**src/hdl/gbd_pkg.sv**
```systemverilog
// shared constants, types and the exponent factor table of the gaussian basis block
// no dependencies; every other file of the block imports it, but for the two channel interfaces
package gbd_pkg;

   // default number of fraction bits resolved through the factor table
   localparam int EXP_TABLE_BITS_DEF = 8;

   // fixed-point layout of the base-2 exponent
   localparam int FRAC_BITS = 20;

   // log2(e) in q.20 and ln(2) in q.30
   localparam logic [20:0] LOG2E_Q20 = 21'd1512775;
   localparam logic [29:0] LN2_Q30   = 30'd744261118;

   // 1.0 in q2.30 and the half lsb used for rounding q30 products
   localparam logic [30:0] ONE_Q30   = 31'h4000_0000;
   localparam logic [61:0] ROUND_Q30 = 62'd536870912;

   // slope rounding: half lsb of the final right shift by 22
   localparam logic [47:0] ROUND_SLOPE = 48'd2097152;

   // exponent flush threshold on bits [47:32] of beta*d^2
   localparam logic [15:0] FLUSH_HI = 16'd12;

   // saturation bounds of the slope magnitude
   localparam logic [25:0] MAG_POS_MAX = 26'd131071;
   localparam logic [25:0] MAG_NEG_MAX = 26'd131072;

   // basis value of exactly 1.0 in q1.15
   localparam logic [15:0] VALUE_ONE = 16'd32768;

   // register file
   localparam int          CSR_ADDR_BITS   = 3;
   localparam logic        REG_WIDTH_COEFF = 1'b0;
   localparam logic        REG_CENTER      = 1'b1;
   localparam logic [15:0] BETA_RESET      = 16'd256;
   localparam logic [15:0] CENTER_RESET    = 16'd0;

   typedef struct packed {
      logic [15:0] width_coeff;
      logic [15:0] center;
   } csr_regs_type;

   // one word in flight through the exponent pipe
   typedef struct packed {
      logic        neg;     // r below mu
      logic        zero;    // exponent too large, value flushes to zero
      logic [3:0]  k;       // integer part of the base-2 exponent
      logic [19:0] frac;    // fraction part of the base-2 exponent
      logic [30:0] m;       // running mantissa, q2.30
      logic [30:0] lofac;   // linear factor for the low fraction bits, q2.30
      logic [31:0] bad;     // beta*|d|, q12.20
   } exp_word_type;

   // factors 2^(-2^-(idx+1)) in q2.30
   function automatic logic [29:0] pow2_neg(input logic [3:0] idx);
      logic [29:0] res;
      case (idx)
         4'd0:    res = 30'd759250125;
         4'd1:    res = 30'd902905651;
         4'd2:    res = 30'd984625594;
         4'd3:    res = 30'd1028218693;
         4'd4:    res = 30'd1050733751;
         4'd5:    res = 30'd1062175491;
         4'd6:    res = 30'd1067942999;
         4'd7:    res = 30'd1070838486;
         4'd8:    res = 30'd1072289173;
         4'd9:    res = 30'd1073015252;
         4'd10:   res = 30'd1073378477;
         4'd11:   res = 30'd1073560135;
         default: res = 30'd0;
      endcase
      return res;
   endfunction

endpackage

```
**src/hdl/gbd_csr.sv**
```systemverilog
// apb-style register file holding beta and mu
// depends on gbd_pkg
module gbd_csr import gbd_pkg::*; (
   input  logic                     clock,
   input  logic                     reset,
   input  logic                     psel,
   input  logic                     penable,
   input  logic                     pwrite,
   input  logic [CSR_ADDR_BITS-1:0] paddr,
   input  logic [31:0]              pwdata,
   output logic [31:0]              prdata,
   output logic                     pready,
   output csr_regs_type             regs
);

   csr_regs_type regs_ff;
   csr_regs_type regs_in;
   logic         wr_en;

   assign pready = 1'b1;
   assign wr_en  = psel && penable && pwrite;

   // register write decode on the word address
   always_comb begin
      regs_in = regs_ff;
      if (wr_en) begin
         case (paddr[2])
            REG_WIDTH_COEFF: regs_in.width_coeff = pwdata[15:0];
            REG_CENTER:      regs_in.center      = pwdata[15:0];
            default:         regs_in             = regs_ff;
         endcase
      end
   end

   always_ff @(posedge clock) begin
      if (reset) begin
         regs_ff.width_coeff <= BETA_RESET;
         regs_ff.center      <= CENTER_RESET;
      end else begin
         regs_ff <= regs_in;
      end
   end

   // read mux
   always_comb begin
      case (paddr[2])
         REG_WIDTH_COEFF: prdata = {16'd0, regs_ff.width_coeff};
         REG_CENTER:      prdata = {16'd0, regs_ff.center};
         default:         prdata = 32'd0;
      endcase
   end

   assign regs = regs_ff;

endmodule

```
**config.mk**
```make
export PLATFORM = sky130hd
export DESIGN_NAME = gbd_csr
export DESIGN_NICKNAME = d
export VERILOG_FILES = /design/src/hdl/gbd_pkg.sv /design/src/hdl/gbd_csr.sv
export SDC_FILE = /design/constraint.sdc
export NUM_CORES = 1
export LEC_CHECK = 0
export BUFFER_PORTS_ARGS = -buffer_cell sky130_fd_sc_hd__buf_2
export CAP_MARGIN = 20
export CELL_PAD_IN_SITES_DETAIL_PLACEMENT = 0
export CELL_PAD_IN_SITES_GLOBAL_PLACEMENT = 1
export CORE_MARGIN = 2
export CORE_UTILIZATION = 34
export CTS_BUF_LIST = sky130_fd_sc_hd__clkbuf_4 sky130_fd_sc_hd__clkbuf_8
export CTS_CLUSTER_DIAMETER = 40
export DETAILED_ROUTE_END_ITERATION = 16
export PLACE_DENSITY = 0.95
export SLEW_MARGIN = 40
export SYNTH_ARGS = -nofsm -noshare
export SYNTH_HDL_FRONTEND = slang
export SYNTH_SLANG_ARGS = --single-unit
```
**constraint.sdc**
```tcl
create_clock -name clock -period 1.4 [get_ports clock]
set_input_delay 0 -clock clock [delete_from_list [all_inputs] [get_ports clock]]
set_output_delay 0 -clock clock [all_outputs]
set_load 0.02 [all_outputs]
```
### After elaboration in Yosys (flattened, before gate mapping)

Cells that the tools add are included.

* register bits after elaboration: 32
* bits of input ports: 40
* output and inout bits: 65
* word-level logic and storage cells: 8

* multiplexer cells: 1
* bitwise logic cells: 1
* reductions and logical operators: 4

Operators with widths (count)
* one-hot mux 32 bit (2 select lines): 1
* AND reduction 2 bit: 2
* logical AND 1 bit: 2
* NOT 1 bit: 1

### Depth between registers and ports, before layout

* depth in word-level cells: 3
* gate-level depth with buffers: 4

### Worst setup path before layout

Ideal clock, no wire load.

* kind: flip-flop to output port
* start point: register regs_ff, in the netlist regs[0]
* end point: output prdata[0]
* data arrival time: 0.699 ns
* required time: 1.400 ns
* setup slack: 0.701 ns
* cell stages (with the launch flop): 2
* path buffers: 0
* cell sequence: dfxtp_1 mux2_2

* longest elaborated chain between the ends: 1

Ends and longest elaborated chain
* start, declared: line gbd_csr.sv:16 `csr_regs_type regs_ff;`
* start signal, assigned: line gbd_csr.sv:40 `regs_ff <= regs_in;`
* one-hot mux 32 bit (2 select lines): line gbd_csr.sv:46 `case (paddr[2])`
* end, declared: line gbd_csr.sv:11 `output logic [31:0] prdata,`

Every way passes these cells. The select of a mux whose other input is x is not followed.

### Worst setup path in the final report

* start point: register regs_ff, in the netlist regs[7]
* end point: output prdata[7]

Same word-level chain as after synthesis.

==> out/results.ini <==
[layout]
nets = 272
nFillCells = 491
syn_to_final_growth_pct = 27.5
antenna_cells = 0
final_cells = 300
drive_gt1_share_pct = 42.1
largest_reg_flops = 32

[clock_network]
cts_tree = built
cts-resized-gates = 0
cts.root.buffer_cell = clkbuf_8
htreeDepth = 2
cts_sinks = 32
clkSlewWorstSetupHoldPaths_ps = 60
clock_latency_ps = 270
cts_made_buffers = 5
cts_max_path_buffers = 2

[die]
die_x_um = 74.8
start_util_pct = 35.6
die_h_um = 74.8
dieArea_um2 = 5590
ios = 105
rows = 25
core_um2 = 4790

[synthesis]
ys_types = 15
syn_inst = 162
synth_top_area_cell = dfxtp_1
synth-xor-area-share_pct = 0
synth_edf_count = 0
ys_ff_latch = 32
synth_top_cell_area_share_pct = 37.6
synth_area_leaders = dfxtp_1 (38%), mux2i_1 (19%), nand2b_1 (17%)
syn_avg_cell_area_um2 = 10.5
async_flop_share_pct = 0
synth.mux.area_fraction_pct = 29.4
ys_seq_area_share_pct = 37.6
synth_ff_type = dfxtp_1
synth_top_cells_by_count = nand2b_1 (47), dfxtp_1 (32), mux2i_1 (32)
synth_fa_ha_area_share_pct = 0
yosys_warnings = 0
synth_area_um2 = 1700
synth-simple-area-share_pct = 20.6
synth_most_common_cell = nand2b_1
synth_top_family_by_area = multiplexers
synth_compound_area_share_pct = 0

[drt]
wl_per_cell_um = 11.3
drtIter0Drc = 31
route.detailed.drc = 0
wirelength_mm = 3.38
via_per_inst = 4.22
ant_nets = 0
dr.pass1.iters = 4
num_vias = 1267

[global_route]
grt_pass1_vias = 1110
grt_max_degree = 27
overflow = 0
grt_usage_pct = 12.2
grt_pass1_wl_mm = 5.14
grt_antenna_before_repair = 0

[worst_setup_path]
critPathSlowestCell = dfxtp_1
worst-setup-path-type = reg2out
path_cells = mux2_2, buf_2
max_stage_delay_ps = 330
critPathArrivalTime_ps = 1030
cp-end-kind = output port
critPathLaunchType = register
worstPathMaxFanout = 3
rrSetupSlack_ps = 780
worst_ep_required_time_ps = 1400

[pwr]
p_leak_nw = 1.13
p_clk_share_pct = 43.5
power_mw = 2.17
swShare_pct = 22.9
p_int_mw = 1.67
p_seq_share_pct = 43.5
max-vdd-ir-drop_mv = 0.402
comb_power_share_pct = 13.0
p_sw_uw = 496
power_density_nw_per_um2 = 999

[job]
cap_violations = 0

[timing]
hold_viol = 0
setup_tns_ps = 0
grt_setup_unrepaired = no
fin_crit_ps = 1030
fin_skew_ps = 0
setup_violations = 0
slew_violations = 0
timing.final.crit_share_pct = 73.5
worst_slack_ps = 371
hold_slack_ps = 10.4
max_freq_ghz = 0.972

[place]
placed_cells = 290
dp_hpwl_mm = 2.57
gp_congestion = 0.680
place_ws_ps = 304
port_buffers = 69

[status]
status = finished clean

[min_path]
hp-class = in2reg

metal layers:
layer	global-route usage [%]	vias up	part of all wire [%]
met4	4.76	0	1.0
met2	20.3	44	50
met5	0	-	0
met1	14.9	575	45
met3	3.61	2	4.6
li1	-	646	-
repair_timing:
| item | 4_1_cts | 5_1_grt |
|---|---|---|
| hold buffers | 2 | 0 |
| hold endpoints to repair | 3 | 0 |
| buffers inserted | 0 | 0 |
power by group through the flow:
stage | sequential, mW | clock [mW] | combinational [mW]
2_1_floorplan | 0.988 | 0 | 0.211
3_3_place_gp | 0.964 | 0 | 0.279
3_5_place_dp | 0.965 | 0 | 0.281
4_1_cts | 0.945 | 0.977 | 0.286
5_1_grt | 0.947 | 1.02 | 0.306
6_report | 0.945 | 0.944 | 0.282
area by class of cell:
class / count / area (um2) / share of cell area (%)
multi-input cells: 118 / 915 / 42.1
flip-flops and latches: 32 / 641 / 29.5
repair buffers: 75 / 408 / 18.8
clock buffers: 7 / 96.3 / 4.43
well taps: 67 / 83.8 / 3.86
clock inverters: 1 / 30.0 / 1.38
kinds of logic after synthesis:
kind of cell           after synthesis
buffers and inverters               27
DFF                                 32
and+or+nand+nor                     53
other                                2
muxes                               48
final timing paths:
path | from | to | cells past startpoint
max reg2reg | regs[29]$_SDFFE_PP0P_ | regs[29]$_SDFFE_PP0P_ | 2
max | regs[7]$_SDFFE_PP0P_ | prdata[7] | 2
min | pwdata[5] | regs[5]$_SDFFE_PP0P_ | 3
min reg2reg | regs[12]$_SDFFE_PP0P_ | regs[12]$_SDFFE_PP0P_ | 2
critical path, delay by kind of cell, from the launching register on:
family / cells / cell delay [ps]
mux: 1 / 270
buf+inv: 1 / 160
flops: 1 / 330
placed cells by master, fill, tap and decap left out:
cell type / Yosys / routed
nand2b_1: 47 / 47
dfxtp_1: 32 / 32
buf_4: 17 / 3
buf_12: 0 / 1
nand4_1: 1 / 1
bufinv_16: 0 / 1
and4_1: 1 / 1
mux2_2: 16 / 16
conb_1: 2 / 17
nor2_1: 2 / 2
clkbuf_8: 0 / 7
buf_2: 1 / 69
dlygate4sd3_1: 0 / 2
nand4b_4: 1 / 1
and4b_1: 1 / 1
mux2i_1: 32 / 32
metrics by stage:
step	cell area, um2	util [%]
4_1_cts	2170	45.4
5_1_grt	2170	45.4
3_5_place_dp	2030	42.4
6_report	2170	45.4
3_3_place_gp	2030	42.4
2_1_floorplan	1760	-
(Power assumes the default switching activity.)
