[src/hdl/gbd_pkg.sv]
// shared constants, types and the exponent factor table of the gaussian basis block
// no dependencies; every other file of the block imports it, but for the two channel interfaces
package gbd_pkg;

   // default number of fraction bits resolved through the factor table
   localparam int EXP_TABLE_BITS_DEF = 8;

   // fixed-point layout of the base-2 exponent
   localparam int FRAC_BITS = 20;

   // log2(e) in q.20 and ln(2) in q.30
   localparam logic [20:0] LOG2E_Q20 = 21'd1512775;
   localparam logic [29:0] LN2_Q30   = 30'd744261118;

   // 1.0 in q2.30 and the half lsb used for rounding q30 products
   localparam logic [30:0] ONE_Q30   = 31'h4000_0000;
   localparam logic [61:0] ROUND_Q30 = 62'd536870912;

   // slope rounding: half lsb of the final right shift by 22
   localparam logic [47:0] ROUND_SLOPE = 48'd2097152;

   // exponent flush threshold on bits [47:32] of beta*d^2
   localparam logic [15:0] FLUSH_HI = 16'd12;

   // saturation bounds of the slope magnitude
   localparam logic [25:0] MAG_POS_MAX = 26'd131071;
   localparam logic [25:0] MAG_NEG_MAX = 26'd131072;

   // basis value of exactly 1.0 in q1.15
   localparam logic [15:0] VALUE_ONE = 16'd32768;

   // register file
   localparam int          CSR_ADDR_BITS   = 3;
   localparam logic        REG_WIDTH_COEFF = 1'b0;
   localparam logic        REG_CENTER      = 1'b1;
   localparam logic [15:0] BETA_RESET      = 16'd256;
   localparam logic [15:0] CENTER_RESET    = 16'd0;

   typedef struct packed {
      logic [15:0] width_coeff;
      logic [15:0] center;
   } csr_regs_type;

   // one word in flight through the exponent pipe
   typedef struct packed {
      logic        neg;     // r below mu
      logic        zero;    // exponent too large, value flushes to zero
      logic [3:0]  k;       // integer part of the base-2 exponent
      logic [19:0] frac;    // fraction part of the base-2 exponent
      logic [30:0] m;       // running mantissa, q2.30
      logic [30:0] lofac;   // linear factor for the low fraction bits, q2.30
      logic [31:0] bad;     // beta*|d|, q12.20
   } exp_word_type;

   // factors 2^(-2^-(idx+1)) in q2.30
   function automatic logic [29:0] pow2_neg(input logic [3:0] idx);
      logic [29:0] res;
      case (idx)
         4'd0:    res = 30'd759250125;
         4'd1:    res = 30'd902905651;
         4'd2:    res = 30'd984625594;
         4'd3:    res = 30'd1028218693;
         4'd4:    res = 30'd1050733751;
         4'd5:    res = 30'd1062175491;
         4'd6:    res = 30'd1067942999;
         4'd7:    res = 30'd1070838486;
         4'd8:    res = 30'd1072289173;
         4'd9:    res = 30'd1073015252;
         4'd10:   res = 30'd1073378477;
         4'd11:   res = 30'd1073560135;
         default: res = 30'd0;
      endcase
      return res;
   endfunction

endpackage

[src/hdl/gbd_exp_stage.sv]
// one table stage of the exponential: multiplies by 2^(-2^-STAGE_IDX) when
// that fraction bit is set; depends on gbd_pkg
module gbd_exp_stage import gbd_pkg::*; #(
   parameter int STAGE_IDX = 1
) (
   input  logic         clock,
   input  logic         reset,
   input  logic         advance,
   input  logic         in_valid,
   input  exp_word_type in_word,
   output logic         out_valid,
   output exp_word_type out_word
);

   logic [29:0]  factor;
   logic [61:0]  prod;
   exp_word_type word_ff, word_in;
   logic         v_ff;

   // rounded q30 product, taken only when this fraction bit is set
   always_comb begin
      factor  = pow2_neg(4'(STAGE_IDX - 1));
      prod    = 62'(in_word.m) * 62'(factor) + ROUND_Q30;
      word_in = in_word;
      if (in_word.frac[FRAC_BITS - STAGE_IDX]) begin
         word_in.m = prod[60:30];
      end
   end

   always_ff @(posedge clock) begin
      if (reset) begin
         v_ff <= 1'b0;
      end else if (advance) begin
         v_ff <= in_valid;
      end
   end

   always_ff @(posedge clock) begin
      if (advance) begin
         word_ff <= word_in;
      end
   end

   assign out_valid = v_ff;
   assign out_word  = word_ff;

endmodule

[config.mk]
export PLATFORM = sky130hd
export DESIGN_NAME = gbd_exp_stage
export DESIGN_NICKNAME = d
export VERILOG_FILES = /design/src/hdl/gbd_pkg.sv /design/src/hdl/gbd_exp_stage.sv
export SDC_FILE = /design/constraint.sdc
export NUM_CORES = 1
export LEC_CHECK = 0
export ABC_CLOCK_PERIOD_IN_PS = 13900
export BUFFER_PORTS_ARGS = -buffer_cell sky130_fd_sc_hd__buf_2
export CORE_MARGIN = 2
export CORE_UTILIZATION = 40
export CTS_CLUSTER_DIAMETER = 40
export CTS_CLUSTER_SIZE = 16
export DETAILED_ROUTE_END_ITERATION = 16
export PLACE_DENSITY = 0.7
export RECOVER_POWER = 100
export REMOVE_ABC_BUFFERS = 1
export SLEW_MARGIN = 20
export SYNTH_ARGS = -nofsm -noshare
export SYNTH_HDL_FRONTEND = slang
export SYNTH_SLANG_ARGS = --single-unit
[constraint.sdc]
create_clock -name clock -period 13.9 [get_ports clock]
set_clock_uncertainty 0.05 [all_clocks]
set_input_delay 0.695 -clock clock [delete_from_list [all_inputs] [get_ports clock]]
set_output_delay 0.695 -clock clock [all_outputs]
set_load 0.03 [all_outputs]
# Word level (Yosys, flattened, before mapping)
# Index checks and enable logic that the tools add are counted.
[totals] reg_bits=121 input_bits=124 output_inout_bits=121
[classes] addsub=1 multipliers=1 n_mux=1
[ops] cell="adder 61 x 30 -> 61 bit, second input constant" n=1
[ops] cell="multiplier 31 x 30 -> 61 bit, second input constant" n=1
[ops] cell="2-to-1 mux 31 bit" n=1

# Depth between registers and ports, before layout
[depth] word_depth=3 mapped_depth=26

# Worst setup path after synthesis
# No wires, ideal clock.
[synth_path] path_kind="input -> register" start="input port in_word[80] (netlist bit)" end="register word_ff (netlist bit out_word[93]), data pin" setup_ns=0.255 t_arrival_ns=6.722 slack_ns=6.873 cell_stages=23 path_buffers=1 path_cell_list="fa_1 > fa_1 > inv_1 > fa_1 > fa_1 > inv_1 > fa_1 > fa_1 > fa_1 > inv_1 > fa_1 > inv_1 > ha_1 > clkbuf_1 > nand2_1 > nor3_1 > nand3_1 > o221ai_2 > o21ai_2 > a21oi_4 > o311ai_1 > a21o_1 > a31o_1"
[synth_lines] element="from (decl)" line_no="gbd_exp_stage.sv:10" rtl="input exp_word_type in_word,"
[synth_lines] element="to (signal assigned)" line_no="gbd_exp_stage.sv:40" rtl="word_ff <= word_in;"
[synth_lines] element="to (decl)" line_no="gbd_exp_stage.sv:17" rtl="exp_word_type word_ff, word_in;"

==> impl_metrics.csv <==
group,metric,value,unit
outcome,status,"complete, but fails checks",
outcome,violations,"max-capacitance violations, max-slew violations",
cts,clkTransAtPathRegs,0.06,ns
global_routing,first_global_vias,14800,
cts,clk_path_buf_depth,2,
worst_setup_path,cpMostUsedCell,"fa_1",
floorplanning,dieArea,51800,sq um
placed_design,place_area,22000,sq um
drt,routed_wl,57.2,mm
synth,ys_warn_count,0,
cts,cts_made_buffers,17,
synth,synth_seq_area_share,18.1,%
finish,layout-drive-gt1-share,8.58,%
synth,yosysTopAreaCell,"fa_1",
worst_setup_path,r2r-start,"out_valid",
drt,first_pass_iters,5,
drt,drt_iter0_drc,884,
timing,hold_viol,0,
timing,rsz0062_at_grt,"no",
synth,syn_avg_cell_area,11.3,sq um
timing,slew_headroom,-164,%
global_routing,overflow,0,
synth,synth-compound-area-share,7.17,%
worst_setup_path,cp_slowest_cell,"clkbuf_1",
timing,worstMarginPinSlew,3.97,ns
worst_setup_path,startpoint,"in_word[73]",
run,max_cap_viol_count,3,
placed_design,hpwlAfterDp,49.5,mm
synth,synth_mux_area_share,1.23,%
drt,routedWlPerCell,21.3,um
worst_setup_path,cp-end-kind,"register",
synth,synth_top_family_by_area,"adder cells",
worst_setup_path,startpoint_type,"input port",
floorplanning,rows,81,
worst_setup_path,crit_required,14.03,ns
cts,insertion_delay,0.40,ns
timing,worst_hold_slack,0.394,ns
synth,synth.area.top_cells,"fa_1 (32%), ha_1 (25%), edfxtp_1 (18%), inv_1 (8.0%), xor2_1 (2.1%)",
floorplanning,fp.coreArea,49200,sq um
synth,syn_inst,1761,
worst_setup_path,path_class,"in -> reg",
cts,postCtsResizedCells,0,
timing,fin_crit,8.82,ns
synth,synthSimpleGateAreaFrac,4.63,%
placed_design,gp_congestion,0.977,
cts,cts_hold_buf,0,
global_routing,antenna_found_initial,7,
cts,cts_tree,"done",
cts,cts_sinks,121,
synth,synth_most_common_cell,"inv_1",
finish,nets,2851,
placed_design,io_buffers,244,
worst_hold_path,hold_path_class,"in -> reg",
cts,cts_setup_buffers,0,
synth,synth_commonest_cells,"inv_1 (428), ha_1 (401), fa_1 (322), edfxtp_1 (120), nand2_1 (56)",
cts,htreeDepth,4,
worst_setup_path,cp.arrival,8.95,ns
floorplanning,initial_core_util,40.7,%
finish,stdcell_area,22300,sq um
finish,fillers,4537,
drt,drc,0,
worst_setup_path,crit_fanout,12,
synth,syn_area,20000,sq um
synth,synth-edff-count,120,
worst_setup_path,max_stage_delay,0.74,ns
synth,yosysUniqueCellTypes,73,
synth,synth_xor_area_share,2.94,%
drt,detail-route-antenna-nets,0,
synth,ys_async_sr_fraction,0,%
drt,via_count,13800,
drt,via_per_inst,5.15,
floorplanning,ios,245,
global_routing,grt_max_degree,80,
synth,synth_seq_cells,121,
global_routing,grt_pass1_wl,86.0,mm
worst_setup_path,crit_chain,"clkbuf_1 -> ha_1 -> xnor2_1 -> o21ai_0 -> fa_1 -> fa_1 -> fa_1 -> fa_1 -> fa_1 -> inv_1 -> fa_1 -> inv_1 -> ha_1 -> nand4_1 -> nor4_1 -> nand3_1 -> o221ai_1 -> o21ai_0 -> a21oi_1 -> o21ai_0 -> a211o_1 -> o221ai_1",
timing,max_freq,113,MHz
global_routing,grt.total_usage,22.3,%
finish,final_util,45.3,%
floorplanning,die_h,228,um
finish,syn_to_final_growth,11.4,%
worst_hold_path,hold_start,"reset",
worst_setup_path,path_buf_inv,3,
timing,setup_violations,0,
synth,ys.flop_type,"edfxtp_1",
floorplanning,die_x,228,um
synth,synthAdderAreaFrac,57.4,%
timing,slew_viol_final,164,
cts,cts_root_buf,"clkbuf_16",
timing,period_share,63.5,%
synth,synth_top_area_share,32.3,%
timing,fin_setup_tns,0,ns
worst_setup_path,path_delay_family,"adder cells",
## flip-flops by register name (all words and copies together) (netlist names)
signal	count
out_valid	1
out_word	120
## cells by family (layout without fill, tap and decap cells)
logic type | Yosys count | after routing
buffers and inverters | 450 | 706
AO/OA/AOI/OAI | 202 | 202
adder cells (fa/ha/maj) | 723 | 723
XOR/XNOR | 67 | 67
other | 0 | 4
flip-flops | 121 | 121
multiplexers | 22 | 22
AND/OR/NAND/NOR | 176 | 176
## layout by cell type (no fill, tap or decap), drive strengths merged, types with 29 or more instances in the layout
master,count
inv,431
ha,401
xor2,48
a21o,48
fa,322
edfxtp,120
nand2,56
clkbuf,148
a21oi,54
o21ai,29
buf,116
## layout make-up
class                   count  area [sq um]  share of cell area, %
flip-flops and latches    121          3620                   16.3
repair buffers            246          1070                   4.80
well taps                 664           831                   3.73
diodes                      4          10.0                 0.0449
multi-input cells        1190         14600                   65.5
clock buffers              18           429                   1.93
inverters                 428          1610                   7.21
clock inverters            14           124                  0.556
## per-stage QoR
stage | std cells | setup WS (ns)
2_1_floorplan | 1739 | 7.00
3_3_place_gp | 2649 | 5.76
3_5_place_dp | 2649 | 5.87
4_1_cts | 2681 | 6.25
5_1_grt | 2685 | 4.60
6_report | 2685 | 5.08
## routing by layer
layer | global-route usage [%] | up-vias | wire length, um
met2 | 38.9 | 530 | 27000
li1 | - | 6276 | -
met3 | 3.61 | 96 | 3890
met4 | 7.89 | 6 | 1900
met1 | 28.0 | 6912 | 24300
met5 | 0 | - | 41
## final timing paths
path	depth (start not counted)	slack [ns]	end
max	22	5.08	out_word[85]
max reg2reg	2	13.21	out_valid
min	2	0.39	out_valid
min reg2reg	2	0.45	out_valid
Power is not shown: default switching activity piles up to over one toggle a cycle in this logic, so the estimate is an artifact.
