### config.mk
export PLATFORM = sky130hd
export DESIGN_NAME = gbd_front
export DESIGN_NICKNAME = d
export VERILOG_FILES = /design/src/hdl/gbd_pkg.sv /design/src/hdl/gbd_front.sv
export SDC_FILE = /design/constraint.sdc
export NUM_CORES = 2
export LEC_CHECK = 0
export BUFFER_PORTS_ARGS = -buffer_cell sky130_fd_sc_hd__clkbuf_2
export CAP_MARGIN = 30
export CORE_MARGIN = 1.5
export CORE_UTILIZATION = 50
export DETAILED_ROUTE_END_ITERATION = 8
export PLACE_DENSITY = 0.62
export SLEW_MARGIN = 0
export SYNTH_ARGS = -nofsm -noshare
export SYNTH_HDL_FRONTEND = slang
export SYNTH_SLANG_ARGS = --single-unit
### constraint.sdc
create_clock -name clock -period 30.4 [get_ports clock]
set_input_delay 4.56 -clock clock [delete_from_list [all_inputs] [get_ports clock]]
set_output_delay 4.56 -clock clock [all_outputs]
set_load 0.02 [all_outputs]
### src/hdl/gbd_pkg.sv
// shared constants, types and the exponent factor table of the gaussian basis block
// no dependencies; every other file of the block imports it, but for the two channel interfaces
package gbd_pkg;

   // default number of fraction bits resolved through the factor table
   localparam int EXP_TABLE_BITS_DEF = 8;

   // fixed-point layout of the base-2 exponent
   localparam int FRAC_BITS = 20;

   // log2(e) in q.20 and ln(2) in q.30
   localparam logic [20:0] LOG2E_Q20 = 21'd1512775;
   localparam logic [29:0] LN2_Q30   = 30'd744261118;

   // 1.0 in q2.30 and the half lsb used for rounding q30 products
   localparam logic [30:0] ONE_Q30   = 31'h4000_0000;
   localparam logic [61:0] ROUND_Q30 = 62'd536870912;

   // slope rounding: half lsb of the final right shift by 22
   localparam logic [47:0] ROUND_SLOPE = 48'd2097152;

   // exponent flush threshold on bits [47:32] of beta*d^2
   localparam logic [15:0] FLUSH_HI = 16'd12;

   // saturation bounds of the slope magnitude
   localparam logic [25:0] MAG_POS_MAX = 26'd131071;
   localparam logic [25:0] MAG_NEG_MAX = 26'd131072;

   // basis value of exactly 1.0 in q1.15
   localparam logic [15:0] VALUE_ONE = 16'd32768;

   // register file
   localparam int          CSR_ADDR_BITS   = 3;
   localparam logic        REG_WIDTH_COEFF = 1'b0;
   localparam logic        REG_CENTER      = 1'b1;
   localparam logic [15:0] BETA_RESET      = 16'd256;
   localparam logic [15:0] CENTER_RESET    = 16'd0;

   typedef struct packed {
      logic [15:0] width_coeff;
      logic [15:0] center;
   } csr_regs_type;

   // one word in flight through the exponent pipe
   typedef struct packed {
      logic        neg;     // r below mu
      logic        zero;    // exponent too large, value flushes to zero
      logic [3:0]  k;       // integer part of the base-2 exponent
      logic [19:0] frac;    // fraction part of the base-2 exponent
      logic [30:0] m;       // running mantissa, q2.30
      logic [30:0] lofac;   // linear factor for the low fraction bits, q2.30
      logic [31:0] bad;     // beta*|d|, q12.20
   } exp_word_type;

   // factors 2^(-2^-(idx+1)) in q2.30
   function automatic logic [29:0] pow2_neg(input logic [3:0] idx);
      logic [29:0] res;
      case (idx)
         4'd0:    res = 30'd759250125;
         4'd1:    res = 30'd902905651;
         4'd2:    res = 30'd984625594;
         4'd3:    res = 30'd1028218693;
         4'd4:    res = 30'd1050733751;
         4'd5:    res = 30'd1062175491;
         4'd6:    res = 30'd1067942999;
         4'd7:    res = 30'd1070838486;
         4'd8:    res = 30'd1072289173;
         4'd9:    res = 30'd1073015252;
         4'd10:   res = 30'd1073378477;
         4'd11:   res = 30'd1073560135;
         default: res = 30'd0;
      endcase
      return res;
   endfunction

endpackage

### src/hdl/gbd_front.sv
// front of the pipe: distance offset, square, exponent scaling, base-2 split
// depends on gbd_pkg; four register stages
module gbd_front import gbd_pkg::*; #(
   parameter int EXP_TABLE_BITS = EXP_TABLE_BITS_DEF
) (
   input  logic         clock,
   input  logic         reset,
   input  logic         advance,
   input  logic         in_valid,
   input  logic [15:0]  distance,
   input  csr_regs_type regs,
   output logic         out_valid,
   output exp_word_type out_word
);

   localparam int LO_BITS  = FRAC_BITS - EXP_TABLE_BITS;
   localparam int LNP_BITS = LO_BITS + 30;

   // stage 1: |r - mu| and its square
   logic        s1_v_ff;
   logic        s1_neg_ff, s1_neg_in;
   logic [15:0] s1_ad_ff, s1_ad_in;
   logic [31:0] s1_ad2_ff, s1_ad2_in;

   always_comb begin
      s1_neg_in = distance < regs.center;
      s1_ad_in  = s1_neg_in ? (regs.center - distance) : (distance - regs.center);
      s1_ad2_in = 32'(s1_ad_in) * 32'(s1_ad_in);
   end

   // stage 2: t = beta*d^2, flush test, q.20 exponent
   logic        s2_v_ff;
   logic        s2_neg_ff;
   logic [15:0] s2_ad_ff;
   logic [47:0] s2_t;
   logic        s2_flush_ff, s2_flush_in;
   logic [23:0] s2_tq_ff, s2_tq_in;

   always_comb begin
      s2_t        = 48'(regs.width_coeff) * 48'(s1_ad2_ff);
      s2_flush_in = s2_t[47:32] >= FLUSH_HI;
      s2_tq_in    = s2_t[35:12];
   end

   // stage 3: base-2 exponent y = tq*log2(e), and beta*|d| for the slope
   logic        s3_v_ff;
   logic        s3_neg_ff;
   logic [44:0] s3_y_prod;
   logic [24:0] s3_y;
   logic        s3_zero_ff, s3_zero_in;
   logic [3:0]  s3_k_ff;
   logic [19:0] s3_f_ff;
   logic [31:0] s3_bad_ff, s3_bad_in;

   always_comb begin
      s3_y_prod  = 45'(s2_tq_ff) * 45'(LOG2E_Q20);
      s3_y       = s3_y_prod[44:20];
      s3_zero_in = s2_flush_ff | s3_y[24];
      s3_bad_in  = 32'(regs.width_coeff) * 32'(s2_ad_ff);
   end

   // stage 4: linear factor for the fraction bits below the table
   logic [LO_BITS-1:0]  s4_lo;
   logic [LNP_BITS-1:0] s4_lnp;
   exp_word_type        s4_word_ff, s4_word_in;
   logic                s4_v_ff;

   always_comb begin
      s4_lo            = s3_f_ff[LO_BITS-1:0];
      s4_lnp           = LNP_BITS'(s4_lo) * LNP_BITS'(LN2_Q30);
      s4_word_in.neg   = s3_neg_ff;
      s4_word_in.zero  = s3_zero_ff;
      s4_word_in.k     = s3_k_ff;
      s4_word_in.frac  = s3_f_ff;
      s4_word_in.m     = ONE_Q30;
      s4_word_in.lofac = ONE_Q30 - 31'(s4_lnp[LNP_BITS-1:20]);
      s4_word_in.bad   = s3_bad_ff;
   end

   // valid bits
   always_ff @(posedge clock) begin
      if (reset) begin
         s1_v_ff <= 1'b0;
         s2_v_ff <= 1'b0;
         s3_v_ff <= 1'b0;
         s4_v_ff <= 1'b0;
      end else if (advance) begin
         s1_v_ff <= in_valid;
         s2_v_ff <= s1_v_ff;
         s3_v_ff <= s2_v_ff;
         s4_v_ff <= s3_v_ff;
      end
   end

   // payload
   always_ff @(posedge clock) begin
      if (advance) begin
         s1_neg_ff   <= s1_neg_in;
         s1_ad_ff    <= s1_ad_in;
         s1_ad2_ff   <= s1_ad2_in;
         s2_neg_ff   <= s1_neg_ff;
         s2_ad_ff    <= s1_ad_ff;
         s2_flush_ff <= s2_flush_in;
         s2_tq_ff    <= s2_tq_in;
         s3_neg_ff   <= s2_neg_ff;
         s3_zero_ff  <= s3_zero_in;
         s3_k_ff     <= s3_y[23:20];
         s3_f_ff     <= s3_y[19:0];
         s3_bad_ff   <= s3_bad_in;
         s4_word_ff  <= s4_word_in;
      end
   end

   assign out_valid = s4_v_ff;
   assign out_word  = s4_word_ff;

endmodule

---- After elaboration in Yosys (flattened, before gate mapping) ----
Cells that the tools add are included.
word-level totals
  input bits .............................. 52
  memory bits (read-only) ................. 0
  output and inout bits ................... 121
  bits in writable memories ............... 0
  bits in latches ......................... 0
  memories kept ........................... 0
  word-level logic and storage cells ...... 34
  register bits after elaboration ......... 242
operators by class
  magnitude comparators ................... 2
  mux-type cells .......................... 1
  $add $sub $neg .......................... 3
  shift-type cells ........................ 0
  eq/ne operators ......................... 0
  reduce and logical (&&, ||, !) cells .... 0
  div/mod/pow operators ................... 0
  multiply operators ...................... 5
  bitwise logic cells ..................... 1
operator list
  kind                    number
  $mul 16x16->32          2
  $mul 16x32->48          1
  $mul 24x21->45 const B  1
  $mul 12x29->41 const B  1
  $sub 16x16->16          2
  $sub 31x22->31 const A  1
  $ge 16x4->1 const B     1
  $lt 16x16->1            1
  $mux 16                 1
  $or 1x1->1              1

---- Logic depth before layout (Yosys ltp) ----
  depth in word-level cells ............... 3
  gate-level depth with buffers ........... 43
  gate-level depth less buffers ........... 41

---- Least setup slack after synthesis ----
Ideal clock, no wire load.
  kind .................................... input to register
  from .................................... input port distance[0]
  to ...................................... register s1_ad2_ff[28], data pin
  data arrival time ....................... 12957 ps
  library setup time ...................... 259 ps
  slack ................................... 17184 ps
  required time ........................... 30141 ps
  stages .................................. 43
  path buffers ............................ 2
  cells stage by stage .................... inv_1 ha_1 inv_1 fa_1 a21o_1 a21o_1 a21o_1 a21oi_1 o21ai_0 a21o_1 buf_2 inv_2 clkbuf_1 nor2_1 a31o_2 xor2_1 inv_1 nand2_1 (+7 left out) fa_1 inv_1 fa_1 inv_1 fa_1 inv_1 ha_1 a21o_1 a21oi_1 nor2b_1 or4_1 a41oi_1 o311ai_0 nand4_1 nand3_1 a31o_2 a21oi_1 xnor2_1
on the way
  cells in the longest elaborated chain, start to end .. 3
  elaborated cells between the ends (all ways) .. 5
  those cells by class .................... add/sub (2); mul (1); order compare (1); mux (1)
ends and longest elaborated chain
  what                  RTL line          text
  start, declared       gbd_front.sv:10   input logic [15:0] distance,
  $lt 16x16->1          gbd_front.sv:26   s1_neg_in = distance < regs.center;
  net s1_neg_in         gbd_front.sv:21   logic s1_neg_ff, s1_neg_in;
  $mux 16               gbd_front.sv:27   s1_ad_in = s1_neg_in ? (regs.center - distance) : (distance - regs.center);
  $mul 16x16->32        gbd_front.sv:28   s1_ad2_in = 32'(s1_ad_in) * 32'(s1_ad_in);
  net s1_ad2_in[28]     gbd_front.sv:23   logic [31:0] s1_ad2_ff, s1_ad2_in;
  end signal, assigned  gbd_front.sv:100  s1_ad2_ff <= s1_ad2_in;
  end, declared         gbd_front.sv:23
The timed path passes the listed nets, and every way through them passes these cells.
A chain may end at the register's enable or synchronous reset.

---- Worst setup path after layout ----
  from .................................... input port distance[0]
  to ...................................... register s1_ad2_ff[28], data pin
on the way
  cells in the longest elaborated chain, start to end .. 3
  elaborated cells between the ends (all ways) .. 5
  those cells by class .................... add/sub (2); mul (1); order compare (1); mux (1)
ends and longest elaborated chain
  what                                            RTL line
  $sub 16x16->16 or $lt 16x16->1 (tied branches)  gbd_front.sv:27, gbd_front.sv:26
  $mux 16 *                                       gbd_front.sv:27
  $mul 16x16->32 *                                gbd_front.sv:28
  net s1_ad2_in[28]                               gbd_front.sv:23
The timed path passes the listed nets; every way through them passes the cells marked *.

==> reports/qor.yml <==
path_max_fanout: 17
synth-async-reset-ratio_pct: 0
vias: 36100
wl_per_cell_um: 17.5
hold_path_class: "reg2reg"
cts_tree: "built"
grt-ovfl-total: 0
layout_min_cycle_time_ns: 14.20
syn2layout_area_growth_pct: 5.53
cts_setup_buffers: 0
tns_ns: 0
cts_root_buf: "clkbuf_16"
setup_viol: 0
gp_congestion: 0.883
viasPerCell: 5.22
dr.pass1.iters: 5
yosysMostFrequentCell: "inv_1"
hold_viol: 0
seq_area_frac_synth_pct: 13.4
grt_first_pass_wirelength_mm: 203
synth.largest_area_cell: "fa_1"
max_stage_delay_ns: 0.76
critical_path_required_ns: 30.74
ys_top_cells_by_area: "fa_1 (39%), ha_1 (16%), edfxtp_1 (13%)"
fin_cells: 6914
yosysTopAreaCellShare_pct: 39.1
die_x_um: 330
die_h_um: 330
htreeDepth: 1
outcome: "completed"
arrival_ns: 14.53
synth_common_cells: "inv_1 (1351), fa_1 (1044), ha_1 (697)"
synth_cell_type_count: 92
grt_antenna_before_repair: 1
max_cap_viol_count: 0
grt_max_degree: 102
cts_buffer_depth: 3
io_buffers: 141
clkTransAtPathRegs_ns: 0.06
post-place-ws_ns: 15.64
worstMarginPinSlew_ns: 0.946
dieArea_sq_um: 109000
critPathCaptureType: "register"
dp_hpwl_mm: 97.3
clkLatencyLatePin_ns: 0.60
max_slew_margin_pct: 36.4
io_pins: 173
syn_area_sq_um: 53500
drtAntennaViolNets: 0
synth_edf_count: 236
synth_area_per_cell_sq_um: 9.81
track_usage_pct: 23.4
rsz0062_at_grt: "false"
cts_made_buffers: 30
finalWirelength_mm: 121
slew_viol_final: 0
final.setup_skew_ns: 0.0229
num_rows: 119
worst_slack_ns: 16.20
hold_slack_ns: 0.407
initial_core_util_pct: 50.6
finalCritPeriodShare_pct: 46.7
cts_resized: 0
detail_route.iter0.violations: 1716
critPathKind: "in2reg"
syn_inst: 5454
post-route-drc-count: 0
yosys_warnings: 0
postCtsHoldBufs: 0
nets: 7291
ys.flop_type: "edfxtp_1"
ys_ff_latch: 240
drive_gt1_share_pct: 4.65
path_common_cell: "fa_1"
critPathLaunchType: "input port"
grt_pass1_vias: 39500
max_clock_freq_mhz: 70.4
coreArea_sq_um: 106000
crit_path_top_delay_cell: "nor3_1"
placed_cells: 6857
clock-sinks: 240
## metal layers
layer | part of all wire (%) | GRT usage [%] | up-vias
li1 | - | - | 16700
met1 | 42 | 30.1 | 18500
met2 | 52 | 42.7 | 728
met3 | 3.5 | 1.96 | 177
met4 | 2.4 | 5.42 | 0
met5 | 0 | 0 | -
## flip-flops by register name, summed over array words and instances (netlist names), 4 cells and up
signal / count
s1_ad2_ff: 30
s1_ad_ff: 16
out_word: 89
s3_bad_ff: 32
s3_f_ff: 20
s2_ad_ff: 16
s3_k_ff: 4
s2_tq_ff: 24
## layout by cell type (no fill, tap or decap), types with 20 or more instances in the layout
| master | netlist | layout |
|---|---|---|
| clkbuf_16 | 0 | 31 |
| inv_1 | 1351 | 1351 |
| edfxtp_1 | 236 | 236 |
| and2_1 | 305 | 305 |
| o21a_1 | 28 | 28 |
| fa_1 | 1044 | 1044 |
| ha_1 | 697 | 697 |
| a21oi_1 | 134 | 134 |
| clkbuf_2 | 0 | 140 |
| xor2_1 | 53 | 53 |
| o21ai_0 | 60 | 60 |
| nand2_1 | 631 | 631 |
| nand3_1 | 35 | 35 |
| o21bai_1 | 20 | 20 |
| nor3_1 | 39 | 39 |
| xnor2_1 | 99 | 99 |
| conb_1 | 2 | 38 |
| a21o_1 | 81 | 81 |
| buf_4 | 32 | 33 |
| nor2_1 | 161 | 161 |
| a211oi_1 | 21 | 21 |
## stage by stage
step	utilization (%)	cell area (sq um)
after CTS	53.4	56400
after detailed placement	52.4	55400
final	53.4	56400
after global routing	53.4	56400
after floorplan	-	53600
after global placement	52.4	55400
## final timing paths
| kind | from | endpoint | slack, ns | cells after the start |
|---|---|---|---|---|
| setup / recovery | distance[0] | s1_ad2_ff[28]$_DFFE_PP_ | 16.20 | 35 |
| hold / removal | s3_bad_ff[14]$_DFFE_PP_ | out_word[14]$_DFFE_PP_ | 0.41 | 0 |
| setup reg to reg | s1_ad2_ff[10]$_DFFE_PP_ | s2_flush_ff$_DFFE_PP_ | 21.95 | 24 |
| hold reg to reg | s3_bad_ff[14]$_DFFE_PP_ | out_word[14]$_DFFE_PP_ | 0.41 | 0 |
## cells by family (layout without fill, tap and decap cells)
family	count (synthesis)	after routing	synth area share (%)
muxes	16	16	0.313
other	2	40	0.0140
xor gates and xnor gates	154	154	2.55
buffers and inverters	1555	1586	11.2
adders and majority gates	1741	1741	55.4
DFF	240	240	13.4
AOI/OAI and AO/OA	461	461	5.81
and+or+nand+nor	1285	1285	11.4
## worst max-delay path, delay by kind of cell
kind / cells / cell delay [ns]
and+or+nand+nor: 6 / 2.11
AOI/OAI and AO/OA: 11 / 2.81
xor gates and xnor gates: 1 / 0.07
muxes: 1 / 0.38
buffers and inverters: 7 / 0.84
adders and majority gates: 9 / 3.77
## cell type report
class	count	area, sq um
Fill cell	9677	49300
Sequential cell	240	7170
Clock buffer	36	795
Timing Repair Buffer	175	967
Clock inverter	19	203
Inverter	1356	5090
Antenna cell	2	5.00
Tap cell	1391	1740
Multi-Input combinational cell	3695	40500
Power is not shown: default switching activity piles up to over one toggle a cycle in this logic, so the estimate is an artifact.
