### src/hdl/gbd_pkg.sv
// shared constants, types and the exponent factor table of the gaussian basis block
// no dependencies; every other file of the block imports it, but for the two channel interfaces
package gbd_pkg;

   // default number of fraction bits resolved through the factor table
   localparam int EXP_TABLE_BITS_DEF = 8;

   // fixed-point layout of the base-2 exponent
   localparam int FRAC_BITS = 20;

   // log2(e) in q.20 and ln(2) in q.30
   localparam logic [20:0] LOG2E_Q20 = 21'd1512775;
   localparam logic [29:0] LN2_Q30   = 30'd744261118;

   // 1.0 in q2.30 and the half lsb used for rounding q30 products
   localparam logic [30:0] ONE_Q30   = 31'h4000_0000;
   localparam logic [61:0] ROUND_Q30 = 62'd536870912;

   // slope rounding: half lsb of the final right shift by 22
   localparam logic [47:0] ROUND_SLOPE = 48'd2097152;

   // exponent flush threshold on bits [47:32] of beta*d^2
   localparam logic [15:0] FLUSH_HI = 16'd12;

   // saturation bounds of the slope magnitude
   localparam logic [25:0] MAG_POS_MAX = 26'd131071;
   localparam logic [25:0] MAG_NEG_MAX = 26'd131072;

   // basis value of exactly 1.0 in q1.15
   localparam logic [15:0] VALUE_ONE = 16'd32768;

   // register file
   localparam int          CSR_ADDR_BITS   = 3;
   localparam logic        REG_WIDTH_COEFF = 1'b0;
   localparam logic        REG_CENTER      = 1'b1;
   localparam logic [15:0] BETA_RESET      = 16'd256;
   localparam logic [15:0] CENTER_RESET    = 16'd0;

   typedef struct packed {
      logic [15:0] width_coeff;
      logic [15:0] center;
   } csr_regs_type;

   // one word in flight through the exponent pipe
   typedef struct packed {
      logic        neg;     // r below mu
      logic        zero;    // exponent too large, value flushes to zero
      logic [3:0]  k;       // integer part of the base-2 exponent
      logic [19:0] frac;    // fraction part of the base-2 exponent
      logic [30:0] m;       // running mantissa, q2.30
      logic [30:0] lofac;   // linear factor for the low fraction bits, q2.30
      logic [31:0] bad;     // beta*|d|, q12.20
   } exp_word_type;

   // factors 2^(-2^-(idx+1)) in q2.30
   function automatic logic [29:0] pow2_neg(input logic [3:0] idx);
      logic [29:0] res;
      case (idx)
         4'd0:    res = 30'd759250125;
         4'd1:    res = 30'd902905651;
         4'd2:    res = 30'd984625594;
         4'd3:    res = 30'd1028218693;
         4'd4:    res = 30'd1050733751;
         4'd5:    res = 30'd1062175491;
         4'd6:    res = 30'd1067942999;
         4'd7:    res = 30'd1070838486;
         4'd8:    res = 30'd1072289173;
         4'd9:    res = 30'd1073015252;
         4'd10:   res = 30'd1073378477;
         4'd11:   res = 30'd1073560135;
         default: res = 30'd0;
      endcase
      return res;
   endfunction

endpackage

### src/hdl/gbd_back.sv
// back of the pipe: low-fraction factor, scale to q1.15, slope and
// saturation, then the output register with a skid stage; depends on gbd_pkg
module gbd_back import gbd_pkg::*; (
   input  logic               clock,
   input  logic               reset,
   input  logic               in_valid,
   input  exp_word_type       in_word,
   output logic               advance,
   output logic               rsp_valid,
   input  logic               rsp_ready,
   output logic        [15:0] basis_value,
   output logic signed [17:0] basis_slope
);

   // stage b1: apply the linear factor
   logic        b1_v_ff;
   logic [61:0] b1_prod;
   logic [30:0] b1_m_ff;
   logic [3:0]  b1_k_ff;
   logic        b1_zero_ff;
   logic        b1_neg_ff;
   logic [31:0] b1_bad_ff;

   always_comb begin
      b1_prod = 62'(in_word.m) * 62'(in_word.lofac) + ROUND_Q30;
   end

   // stage b2: shift by 15+k with rounding
   logic        b2_v_ff;
   logic [31:0] b2_sum;
   logic [31:0] b2_shr;
   logic [15:0] b2_val_ff, b2_val_in;
   logic        b2_neg_ff;
   logic [31:0] b2_bad_ff;

   always_comb begin
      b2_sum    = 32'(b1_m_ff) + (32'd1 << (5'd14 + 5'(b1_k_ff)));
      b2_shr    = b2_sum >> (5'd15 + 5'(b1_k_ff));
      b2_val_in = b1_zero_ff ? 16'd0 : b2_shr[15:0];
   end

   // stage b3: slope magnitude beta*|d|*value, rounded
   logic        b3_v_ff;
   logic [47:0] b3_prod;
   logic [25:0] b3_mag_ff;
   logic [15:0] b3_val_ff;
   logic        b3_neg_ff;

   always_comb begin
      b3_prod = 48'(b2_bad_ff) * 48'(b2_val_ff) + ROUND_SLOPE;
   end

   // sign and saturation of the slope
   logic [25:0]        sat_mag;
   logic signed [17:0] pipe_slope;

   always_comb begin
      if (b3_mag_ff == 26'd0) begin
         sat_mag    = 26'd0;
         pipe_slope = 18'sd0;
      end else if (b3_neg_ff) begin
         sat_mag    = (b3_mag_ff > MAG_POS_MAX) ? MAG_POS_MAX : b3_mag_ff;
         pipe_slope = signed'(sat_mag[17:0]);
      end else begin
         sat_mag    = (b3_mag_ff > MAG_NEG_MAX) ? MAG_NEG_MAX : b3_mag_ff;
         pipe_slope = signed'(18'd0 - sat_mag[17:0]);
      end
   end

   // output register and skid stage
   logic               out_v_ff, out_v_in;
   logic        [15:0] out_val_ff, out_val_in;
   logic signed [17:0] out_slope_ff, out_slope_in;
   logic               skid_v_ff, skid_v_in;
   logic        [15:0] skid_val_ff, skid_val_in;
   logic signed [17:0] skid_slope_ff, skid_slope_in;
   logic               incoming;

   assign advance  = !skid_v_ff;
   assign incoming = b3_v_ff && advance;

   always_comb begin
      out_v_in      = out_v_ff;
      out_val_in    = out_val_ff;
      out_slope_in  = out_slope_ff;
      skid_v_in     = skid_v_ff;
      skid_val_in   = skid_val_ff;
      skid_slope_in = skid_slope_ff;
      if (!out_v_ff || rsp_ready) begin
         out_v_in     = skid_v_ff || incoming;
         out_val_in   = skid_v_ff ? skid_val_ff : b3_val_ff;
         out_slope_in = skid_v_ff ? skid_slope_ff : pipe_slope;
         skid_v_in    = 1'b0;
      end else if (incoming) begin
         skid_v_in     = 1'b1;
         skid_val_in   = b3_val_ff;
         skid_slope_in = pipe_slope;
      end
   end

   // valid bits
   always_ff @(posedge clock) begin
      if (reset) begin
         b1_v_ff   <= 1'b0;
         b2_v_ff   <= 1'b0;
         b3_v_ff   <= 1'b0;
         out_v_ff  <= 1'b0;
         skid_v_ff <= 1'b0;
      end else begin
         if (advance) begin
            b1_v_ff <= in_valid;
            b2_v_ff <= b1_v_ff;
            b3_v_ff <= b2_v_ff;
         end
         out_v_ff  <= out_v_in;
         skid_v_ff <= skid_v_in;
      end
   end

   // payload
   always_ff @(posedge clock) begin
      if (advance) begin
         b1_m_ff    <= b1_prod[60:30];
         b1_k_ff    <= in_word.k;
         b1_zero_ff <= in_word.zero;
         b1_neg_ff  <= in_word.neg;
         b1_bad_ff  <= in_word.bad;
         b2_val_ff  <= b2_val_in;
         b2_neg_ff  <= b1_neg_ff;
         b2_bad_ff  <= b1_bad_ff;
         b3_mag_ff  <= b3_prod[47:22];
         b3_val_ff  <= b2_val_ff;
         b3_neg_ff  <= b2_neg_ff;
      end
      out_val_ff    <= out_val_in;
      out_slope_ff  <= out_slope_in;
      skid_val_ff   <= skid_val_in;
      skid_slope_ff <= skid_slope_in;
   end

   assign rsp_valid   = out_v_ff;
   assign basis_value = out_val_ff;
   assign basis_slope = out_slope_ff;

endmodule

### config.mk
export PLATFORM = sky130hd
export DESIGN_NAME = gbd_back
export DESIGN_NICKNAME = d
export VERILOG_FILES = /design/src/hdl/gbd_pkg.sv /design/src/hdl/gbd_back.sv
export SDC_FILE = /design/constraint.sdc
export NUM_CORES = 2
export LEC_CHECK = 0
export ABC_AREA = 1
export BUFFER_PORTS_ARGS = -buffer_cell sky130_fd_sc_hd__buf_2
export CORE_MARGIN = 2
export CORE_UTILIZATION = 35
export DETAILED_ROUTE_END_ITERATION = 10
export SYNTH_ARGS = -nofsm -noshare
export SYNTH_HDL_FRONTEND = slang
export SYNTH_SLANG_ARGS = --single-unit
### constraint.sdc
create_clock -name clock -period 7.2 [get_ports clock]
set_input_delay 1.08 -clock clock [delete_from_list [all_inputs] [get_ports clock]]
set_output_delay 1.08 -clock clock [all_outputs]
set_load 0.05 [all_outputs]
; ---- After elaboration in Yosys (flattened, before gate mapping)
; Cells that the tools add are included.
; Widths: inputs -> output; s select.
[totals]
regBits = 234
[classes]
order_cmp = 2
mul = 2
n_reduce_logical = 8
n_addsub = 6
shifts = 2
bitwise = 1
mux = 6
[ops]
columns = operator, n
row1 = $mux 18, 5
row2 = $add 61x30->61 const B, 1
row3 = $mul 31x31->61, 1
row4 = $add 48x22->48 const B, 1
row5 = $mul 32x16->48, 1
row6 = $add 31x32->32, 1
row7 = $shl 1x5->32 const A, 1
row8 = $shr 32x5->16, 1
row9 = $gt 26x17->1 const B, 1
row10 = $gt 26x18->1 const B, 1
row11 = $logic_not 26->1, 1
row12 = $sub 1x18->18 const A, 1
row13 = $mux 16, 1
row14 = $add 4x4->5 const A, 2
row15 = $logic_not 1->1, 2
row16 = $logic_or 1x1->1, 2
row17 = $reduce_and 2->1, 1
row18 = $reduce_or 2->1, 1
row19 = $logic_and 1x1->1, 1
row20 = $not 1->1, 1

; ---- Logic depth before layout (Yosys ltp)
[depth]
ltp_word = 6
depth_mapped = 30
ltp_nobuf = 29

; ---- Worst setup path before layout
; Ideal clock, no wire load.
[synth_path]
kind = input to register
startpoint = in in_word[33] (netlist name)
endpoint = reg b1_m_ff[23], data pin
setup_ns = 0.260
required_time_ns = 6.940
setup_slack_ns = -0.033
arrival_time_ns = 6.973
stages = 25
cell_sequence = clkbuf_1 buf_1 nand2_1 fa_1 inv_1 fa_1 ha_1 inv_1 fa_1 inv_1 fa_1 fa_1 fa_1 inv_1 fa_1 inv_1 ha_1 nand2_1 nor2_1 inv_1 nor4_1 nand3_1 nand3_1 a21oi_1 xnor2_1
[synth_between]
elab_chain_len = 2
[synth_rtl]
columns = element, line_no
row1 = from (decl), gbd_back.sv:7  ; input exp_word_type in_word,
row2 = $mul 31x31->61, gbd_back.sv:25  ; b1_prod = 62'(in_word.m) * 62'(in_word.lofac) + ROUND_Q30;
row3 = $add 61x30->61, gbd_back.sv:25
row4 = via b1_prod[53], gbd_back.sv:17  ; logic [61:0] b1_prod;
row5 = to (signal assigned), gbd_back.sv:123  ; b1_m_ff <= b1_prod[60:30];
row6 = to (decl), gbd_back.sv:18  ; logic [30:0] b1_m_ff;
; The timed path passes the listed nets, and every way through them passes these cells.
; A chain may end at the register's enable or synchronous reset.

; ---- Final worst setup path
[layout_path]
startpoint = in in_word[87] (netlist name)
endpoint = reg b1_m_ff[7], data pin
; The elaborated chain is that of the path after synthesis.

==> flow_metrics.py <==
metrics = {
    "route": {
        "drc_errors": 0,
        "antenna_left": 0,
        "routed_wirelength_microns": 163100,
        "wl_per_cell_microns": 15.62,
        "viasPerCell": 4.640,
        "dr.first_iter.drc_count": 2990,
        "first_pass_iters": 6,
        "vias": 48450,
    },
    "floorplan": {
        "num_io_pins": 160,
        "die-area_sq_um": 178600,
        "core_area_sq_um": 174000,
        "initial_core_util": 0.3524,
        "rows": 153,
        "die_h_microns": 422.6,
        "die_w_microns": 422.6,
    },
    "worst_setup_path": {
        "cpPeakStageDelay_ns": 0.59,
        "cp_max_fo": 7,
        "regToRegSetupSlack_ns": 0.62,
        "crit_path_frequent_cell": "fa_1",
        "worst-path-buf-inv": 8,
        "path_class": "in2reg",
        "cp-end-kind": "register",
        "worstPathCellList": "buf_2 -> buf_4 -> nand2_1 -> fa_1 -> fa_2 -> fa_1 -> fa_1 -> inv_1 -> fa_1 -> fa_1 -> fa_1 -> inv_1 -> fa_1 -> inv_1 -> ha_4 -> inv_1 -> buf_4 -> nand2_1 -> a31oi_2 -> o21ai_0 -> a31oi_1 -> nand3_4 -> buf_4 -> xor2_2",
        "reg2reg_depth": 23,
        "crit_required_ns": 7.53,
        "critPathTopFamily": "adder cells",
        "rr_endpoint": "b3_mag_ff[10]",
        "critPathArrivalTime_ns": 7.37,
        "r2r_start": "b2_val_ff[3]",
        "slowest_stage": "fa_1",
        "critPathLaunchType": "primary input",
    },
    "logic_synthesis": {
        "synth-edff-count": 228,
        "synthArstFlopShare": 0,
        "ys_seq_elements": 233,
        "syn_avg_cell_area_sq_um": 7.843,
        "yosysTopAreaCell": "fa_1",
        "syn-instance-count": 7819,
        "ys_types": 56,
        "synth_top_area_frac": 0.4094,
        "ys.flop_type": "edfxtp_1",
        "yosys_warnings": 0,
        "netlist_area_sq_um": 61330,
        "yosys-top-cells-area": "fa_1 (41%), inv_1 (15%), nand2_1 (13%)",
        "synth-seq-area-share": 0.1133,
    },
    "sta": {
        "fin_skew_ns": 0.01688,
        "tightest_slew_ns": 1.201,
        "final-max-slew-violation-count": 0,
        "min_period_ns": 7.041,
        "finalSetupViolCount": 0,
        "hold_violations": 0,
        "slew_headroom": 0.1996,
        "max_freq_ghz": 0.1420,
        "rsz0062_at_grt": "true",
        "fin_crit_sh": 0.9779,
    },
    "finish": {
        "final_cells": 10440,
        "utilization": 0.3965,
        "syn_to_final_growth_pct": 12.50,
        "drive_gt1_frac": 0.09453,
        "finalNetCount": 9921,
        "mostFrequentLayoutCell": "inv_1",
        "final_cell_mix": "inv_1 (2,374), nand2_1 (2,138), fa_1 (1,227)",
    },
    "global_routing": {
        "grt_max_degree": 83,
        "grt_antenna_before_repair": 10,
        "grt_usage": 0.1873,
        "gr-total-overflow": 0,
        "grt_first_pass_wirelength_microns": 272400,
        "grt_pass1_vias": 51930,
    },
    "cts": {
        "htreeDepth": 1,
        "insertion_delay_ns": 0.58,
        "cts_root_buf": "clkbuf_16",
        "clk_pin_slew_ns": 0.06,
        "cts_tree": "done",
        "cts-buffers-inserted": 26,
        "clock-sinks": 233,
        "cts_buffer_depth": 3,
    },
    "hold_path": {
        "whs_path_depth": 0,
        "holdPathEnd": "b2_bad_ff[11]",
        "holdCritPathClass": "reg2reg",
        "min_from": "b1_bad_ff[11]",
    },
    "place": {
        "numPortBuffers": 139,
        "dp_hpwl_microns": 138900,
        "routabilityCongestion": 0.9158,
        "numPlacedInstances": 10390,
    },
    "job": {
        "cap_violations": 0,
    },
    "outcome": {
        "status": "finished clean",
    },
}
## final cells by class
| type | count | area [sq um] |
|---|---|---|
| Timing Repair Buffer | 560 | 4451 |
| Fill cell | 17730 | 105000 |
| Inverter | 2383 | 8952 |
| Antenna cell | 2 | 5.005 |
| Clock inverter | 22 | 212.7 |
| Multi-Input combinational cell | 4890 | 44870 |
| Clock buffer | 26 | 650.6 |
| Tap cell | 2325 | 2909 |
| Sequential cell | 233 | 6947 |
## flip-flops by register name, indices dropped and copies added, names as in the netlist, 18 cells and up
signal         count
b1_bad_ff         32
b2_bad_ff         32
b1_m_ff           30
b3_mag_ff         26
basis_slope       18
skid_slope_ff     18
## synthesized netlist by cell type (6+ instances only)
cell / count
inv_1: 2379
nand2_1: 2149
fa_1: 1254
ha_1: 449
clkbuf_1: 303
nor2_1: 285
edfxtp_1: 228
nand3_1: 227
a21oi_1: 151
o21ai_0: 89
nor3_1: 39
xor2_1: 36
nand4_1: 27
a31oi_1: 26
a21o_1: 23
xnor2_1: 17
o21bai_1: 15
o21ai_1: 14
o21a_1: 11
buf_1: 8
o211ai_1: 7
and3_1: 6
nor4_1: 6
## logic make-up after synthesis
group | share of synthesized area
simple gates | 0.1773
xor+xnor | 0.007835
compound gates | 0.03469
fa+ha+maj | 0.5010
flops | 0.1133
buf+inv | 0.1658
other cells | 0.00006115
## metrics by stage
step	worst slack [ns]	hold WS (ns)	setup TNS (ns)	instance area, sq um
after floorplan	0.03314	0.4003	0	61350
after global placement	-0.7103	0.4013	-16.98	67270
after detailed placement	-0.7391	0.4045	-18.19	67270
after CTS	0.002688	0.4152	0	68180
after global routing	-0.01574	0.4202	-0.05954	68990
final	0.1591	0.4118	0	68990
## metal layers
metal	track usage	up-vias	share of wire	wire length, microns
met2	0.3203	1299	0.48	78470
met1	0.2591	24110	0.45	73150
met5	0	-	0.00025	40
met4	0.03476	8	0.018	2871
met3	0.01749	188	0.052	8525
li1	-	22840	-	-
## worst max path at each step
| stage | startpoint | to | slack (ns) | cells after the start |
|---|---|---|---|---|
| final | in_word[87] | b1_m_ff[7] | 0.16 | 24 |
| after CTS | in_word[83] | b1_m_ff[16] | 0.003 | 25 |
| after detailed placement | in_word[42] | b1_m_ff[30] | -0.74 | 23 |
| after global routing | in_word[41] | b1_m_ff[23] | -0.02 | 25 |
| after floorplan | in_word[40] | b1_m_ff[23] | 0.03 | 24 |
| after global placement | in_word[42] | b1_m_ff[30] | -0.71 | 23 |
## repair_timing
item	in CTS	in global routing
cloned	0	0
pin swaps	2	54
hold buffers	0	0
setup endpoints to repair	18	30
buffers inserted	0	2
resized for setup	15	230
## worst reg2reg max path, delay by kind of cell (launching register included)
kind            cells  cell delay, ns
fa+ha+maj           7            3.37
flops               1            0.97
compound gates      4            0.70
buf+inv             7            0.61
simple gates        4            0.38
xor+xnor            1            0.32
Power is left out: the tool's default activity adds up to more than one toggle a clock period on the data nets, which glitch-free logic cannot reach.
